==> src/hw/rtl/tkvt_pkg.sv <==
package tkvt_pkg;

    // Default number of cells in the chain.
    localparam int TKVT_CAPACITY = 32;

    localparam int VALUE_W = 32;
    localparam int TAG_W   = 32;
    localparam int KEEP_W  = 6;
    localparam int HELD_W  = 6;
    localparam int KIND_W  = 2;

    // Configuration port.
    localparam int APB_ADDR_W = 3;
    localparam int APB_DATA_W = 32;
    localparam logic [0:0] REG_KEEP_COUNT = 1'b0;
    localparam logic [KEEP_W-1:0] KEEP_RESET = 6'd32;

    // Operation codes.
    localparam logic OP_INSERT = 1'b0;
    localparam logic OP_DRAIN  = 1'b1;

    // Result kinds.
    localparam logic [KIND_W-1:0] KIND_STATUS = 2'd0;
    localparam logic [KIND_W-1:0] KIND_ENTRY  = 2'd1;
    localparam logic [KIND_W-1:0] KIND_EMPTY  = 2'd2;

    typedef struct packed {
        logic               operation;
        logic [VALUE_W-1:0] item_value;
        logic [TAG_W-1:0]   item_tag;
    } t_in_beat;

    typedef struct packed {
        logic [KIND_W-1:0]  result_kind;
        logic               accepted;
        logic [HELD_W-1:0]  held_count;
        logic [VALUE_W-1:0] entry_value;
        logic [TAG_W-1:0]   entry_tag;
        logic               last;
    } t_out_beat;

    typedef struct packed {
        logic [VALUE_W-1:0] value;
        logic [TAG_W-1:0]   tag;
    } t_entry;

    // What every cell of the chain does in a cycle.
    typedef enum logic [1:0] {
        CM_HOLD,
        CM_INSERT,
        CM_INSERT_EVICT,
        CM_SHIFT
    } t_cell_mode;

    typedef struct packed {
        t_cell_mode mode;
        t_entry     item;
    } t_cell_cmd;

endpackage

==> src/hw/rtl/tkvt_cell.sv <==
module tkvt_cell (
    input  logic               i_clk,
    input  tkvt_pkg::t_cell_cmd i_cmd,
    input  logic               i_valid,
    input  tkvt_pkg::t_entry   i_prev_entry,
    input  logic               i_prev_below,
    input  tkvt_pkg::t_entry   i_next_entry,
    input  logic               i_next_below,
    output tkvt_pkg::t_entry   o_entry,
    output logic               o_below
);
    import tkvt_pkg::*;

    t_entry r_entry;
    t_entry n_entry;

    // This cell holds a value strictly below the offered one.
    assign o_below = i_valid && (r_entry.value < i_cmd.item.value);
    assign o_entry = r_entry;

    always_comb begin
        case (i_cmd.mode)
            CM_HOLD: begin
                n_entry = r_entry;
            end
            CM_INSERT: begin
                // Entries at or above the insert point move up by one.
                if (o_below) begin
                    n_entry = r_entry;
                end else if (i_prev_below) begin
                    n_entry = i_cmd.item;
                end else begin
                    n_entry = i_prev_entry;
                end
            end
            CM_INSERT_EVICT: begin
                // Entries below the insert point move down by one.
                if (i_next_below) begin
                    n_entry = i_next_entry;
                end else if (o_below) begin
                    n_entry = i_cmd.item;
                end else begin
                    n_entry = r_entry;
                end
            end
            CM_SHIFT: begin
                n_entry = i_next_entry;
            end
            default: begin
                n_entry = r_entry;
            end
        endcase
    end

    always_ff @(posedge i_clk) begin
        r_entry <= n_entry;
    end

endmodule

==> config.mk <==
export PLATFORM = sky130hd
export DESIGN_NAME = tkvt_cell
export DESIGN_NICKNAME = d
export VERILOG_FILES = /design/src/hw/rtl/tkvt_pkg.sv /design/src/hw/rtl/tkvt_cell.sv
export SDC_FILE = /design/constraint.sdc
export NUM_CORES = 1
export LEC_CHECK = 0
export BUFFER_PORTS_ARGS = -buffer_cell sky130_fd_sc_hd__buf_2
export CORE_MARGIN = 4
export CORE_UTILIZATION = 45
export DETAILED_ROUTE_END_ITERATION = 16
export PLACE_DENSITY = 0.83
export SLEW_MARGIN = 20
export SYNTH_ARGS = -nofsm -noshare
export SYNTH_HDL_FRONTEND = slang
export SYNTH_SLANG_ARGS = --single-unit
==> constraint.sdc <==
create_clock -name i_clk -period 4.6 [get_ports i_clk]
set_input_delay 0.69 -clock i_clk [delete_from_list [all_inputs] [get_ports i_clk]]
set_output_delay 0.69 -clock i_clk [all_outputs]
set_load 0.005 [all_outputs]
==> results list <==
- The worst hold path begins at i_next_entry[52].
- Length of the first detailed-routing pass in iterations: 4
* Antenna diode instance count: 0
* Most common flop cell mapped by yosys: sky130_fd_sc_hd__edfxtp_1
- The tree built by TritonCTS fans out to 64 sinks.
- In this run, post-CTS repair resized a total of 0 instances.
- Number of placed instances, taps included: 875
- Pin count of the biggest net entering global routing: between 80 and 90
* Minimum clock period: about 3.2 ns
- Io pins: 263
- After legalization and detailed placement, the total HPWL measured 11000 µm.
- The detailed router placed between 4000 and 5000 vias in this run.
* Hold-fix buffers, CTS: 0
- After clock tree synthesis, the clock-pin slew on the worst setup and hold paths is roughly 0.08 ns.
- Yosys mapped the design onto 34 distinct sky130hd cell types.
- Worst slew margin: 31.9%
- Worst Hold End: o_entry[52]
- The register with the most flip-flops in the layout has 64 of them.
- Sum of negative setup slack: 0 ns
- After detailed routing, the total wire length is 14200 µm.
* Row count: 36
* Final ANT Viol Nets: 0
* Cells along the critical path: buf_2, inv_1, ha_1, nand4_1, nor4_1, nand4_1, a31oi_2, nor2_1, buf_2
- Measured in cells, the most critical reg-to-reg path has a length of 8.
- After synthesis, the largest area contributor takes up 42.8% of total cell area.
* Reg-to-reg endpoint: o_entry[14]
* Maximum single-stage delay on the critical path: 0.46 ns
- Static leakage power: 2.84 nW
- CTS root buffer: sky130_fd_sc_hd__clkbuf_8
- The cell area that synthesis handed to floorplanning was 4490 µm².
- Critical path peak fanout: 3
- Worst-margin pin slew: ~1.0 ns
- Cell area power density: 276 nW/µm²
* Via count of the first global-routing pass: around 4500
- Number of standard cells in the final layout excluding fillers: between 800 and 900
- In the final routed layout, each cell accounts on average for 15.9 µm.
- Buffering stage count on the worst path with inverters included: 3
- Status: completed
- Number of slew-limit violations in the final report: 0
* CTS tree: yes
* Global placement routability congestion: 0.858
- Setup violations remaining at the end of the flow were counted as 0.
* Number of hold-slack violations in the final timing report: 0
- The worst register-to-register path has a setup slack of 1.73 ns.
* Worst flop-to-flop path startpoint: o_entry[59]
- Syn Nets: 740
- Area of all placed cells without fillers: between 6000 and 7000 µm²
* Clk_lat worst skew: 0.33 ns
- The first global-routing pass estimated approximately 21000 µm of wire.
* Number of nets in the final layout: 982
- Async set-reset flop share out of synthesis: 0%
- The tool flagged a number of max-cap violations equal to 0.
- The setup path with the least slack is of type in -> out.
- Setup repair after global routing left no endpoint under its margin.
* Final-layout fill cell count: 853
* Worst Hold Path Cells: 3
* Effective utilization at floorplan: 46.2%
- After technology mapping, the gate count stands at 511.
* Type of origin of the critical path: input port
- After global routing the overflow that remains totals 0.
- The H-tree was split into 3 levels.
- Number of DRC violations after detailed-routing iteration 0: slightly above 300
- Data required time at the worst endpoint: 3.91 ns
- Port buffering added about 260 buffers.
- Maximum clock path buffer count: 2
- Core area: ~9700 µm²
- Crit end category: primary output
- The Yosys step of the flow raised 0 warnings.
- Number of antenna violations at the first check in global routing: 0
* Flip-flop and latch count after synthesis: between 60 and 70
* Die footprint: 11600 µm²
- Worst ir drop on vdd: 0.000176 V
* Die span in y: 108 µm
* Data arrival, critical path: 2.46 ns
- In this run the worst hold path is classified as in -> reg.
- Final hold analysis gives a worst-case slack of 0.669 ns.
* Kind of cell adding the most delay to the critical path: simple AND/OR/NAND/NOR gates
- Buffers added to address setup during post-CTS repair amount to 0.
* Average cell area after synthesis: 8.79 µm²
* EDFF count, synth: 64
- In the routed layout, each cell is associated on average with a via count of 5.40.
- Fraction of final layout cells with drive strength greater than 1: 38.0%
- Final critical-path share of the clock period: between 60% and 70%
- Global Route Usage Sum: 22.9%
- Largest area contributor in the netlist: sky130_fd_sc_hd__edfxtp_1
* Max frequency: ~320 MHz
- Total placed instance area: 5890 µm²
- Final setup skew: about 0.016 ns
- Top area cells in the synthesized netlist: sky130_fd_sc_hd__edfxtp_1, sky130_fd_sc_hd__nand2_1, sky130_fd_sc_hd__ha_1
* Area delta synth->final: 35.2%
* Seq/Total Area, Yosys: 42.8%
- For this design, the slowest cell found on the critical path is sky130_fd_sc_hd__nor4_1.
- Buffers inserted during clock tree synthesis total 9.
- From left edge to right edge, the die measures 108 µm.
- Drt drc: 0
==> through the flow <==
stage	total power [mW]	util, %	setup WS, ns
final	1.68	62.4	1.45
after global routing	1.78	62.4	1.34
after CTS	1.69	62.4	1.46
after detailed placement	1.24	60.6	1.41
after global placement	1.22	60.6	1.46
after floorplan	1.01	-	0.390
==> Yosys cell counts, types with 3 or more instances <==
master,number
sky130_fd_sc_hd__o22ai_1,13
sky130_fd_sc_hd__nand4_1,3
sky130_fd_sc_hd__buf_1,4
sky130_fd_sc_hd__a21oi_1,9
sky130_fd_sc_hd__a211oi_1,51
sky130_fd_sc_hd__nor2_1,30
sky130_fd_sc_hd__buf_2,3
sky130_fd_sc_hd__a31oi_1,51
sky130_fd_sc_hd__nand3_1,3
sky130_fd_sc_hd__nand2_1,110
sky130_fd_sc_hd__edfxtp_1,64
sky130_fd_sc_hd__ha_1,31
sky130_fd_sc_hd__clkbuf_1,30
sky130_fd_sc_hd__inv_1,32
sky130_fd_sc_hd__nor2b_1,51
==> cell usage in the layout (no fill, tap or decap), drive strengths merged <==
cell / n
buf: 268
nand2: 110
edfxtp: 64
a31oi: 52
nor2b: 51
a211oi: 51
inv: 32
ha: 31
nor2: 30
o22ai: 13
clkbuf: 10
a21oi: 9
clkinv: 4
nand3: 3
nand4: 3
or2: 2
and4: 2
o21a: 2
and2: 2
a21o: 2
o21ai: 2
a2bb2oi: 2
mux2i: 1
nand2b: 1
a2111oi: 1
or4: 1
a221oi: 1
nor4: 1
a22oi: 1
a221o: 1
nand4b: 1
o21bai: 1
o2bb2ai: 1
bufinv: 1
==> worst max-delay path by stage <==
stage	start	end	slack, ns	cells past startpoint
6_report	i_cmd[59]	o_below	1.45	9
5_1_grt	i_cmd[62]	o_below	1.34	9
4_1_cts	i_cmd[37]	o_below	1.46	9
3_5_place_dp	i_cmd[46]	o_entry[24]	1.41	10
3_3_place_gp	i_cmd[37]	o_entry[25]	1.46	10
2_1_floorplan	i_cmd[46]	o_entry[0]	0.39	8
==> metal layers <==
| layer | routed length (µm) | global-route usage [%] | up-vias |
|---|---|---|---|
| met5 | 0 | 0 | - |
| met3 | 1130 | 4.86 | 37 |
| met4 | 384 | 9.83 | 0 |
| met2 | 7180 | 39.7 | 219 |
| li1 | - | - | 2340 |
| met1 | 5460 | 27.6 | 2206 |
==> worst reg2reg max path, stage by stage (launching register included) <==
cell and delay, ns:
sky130_fd_sc_hd__edfxtp_1 0.43, sky130_fd_sc_hd__ha_1 0.35, sky130_fd_sc_hd__nand4_1 0.16, sky130_fd_sc_hd__nor4_1 0.46
sky130_fd_sc_hd__nand4_1 0.20, sky130_fd_sc_hd__a31oi_2 0.22, sky130_fd_sc_hd__nor2_1 0.13, sky130_fd_sc_hd__o2bb2ai_4 0.13
sky130_fd_sc_hd__buf_4 0.42
==> where the power goes <==
part	internal, mW	total (mW)	switching (mW)
Clock	0.243	0.453	0.210
Combinational	0.210	0.460	0.250
Sequential	0.736	0.767	0.0303
==> area by class of cell <==
class                           instances  area, µm²  share of cell area [%]
Tap cell                              133        166                    2.74
Multi-Input combinational cell        378       2330                    38.4
Timing Repair Buffer                  268       1360                    22.4
Sequential cell                        64       1920                    31.6
Clock inverter                          5       48.8                   0.803
Clock buffer                           10        128                    2.10
Inverter                               32        120                    1.98
==> cell families (layout without fill, tap and decap cells) <==
logic type | after synthesis | count (layout) | synth area share, %
AO/OA/AOI/OAI | 139 | 139 | 21.3
buffers and inverters | 69 | 315 | 5.85
AND/OR/NAND/NOR | 207 | 207 | 21.2
flip-flops | 64 | 64 | 42.8
adder cells (fa/ha/maj) | 31 | 31 | 8.64
multiplexers | 1 | 1 | 0.223
(Power assumes the default switching activity.)
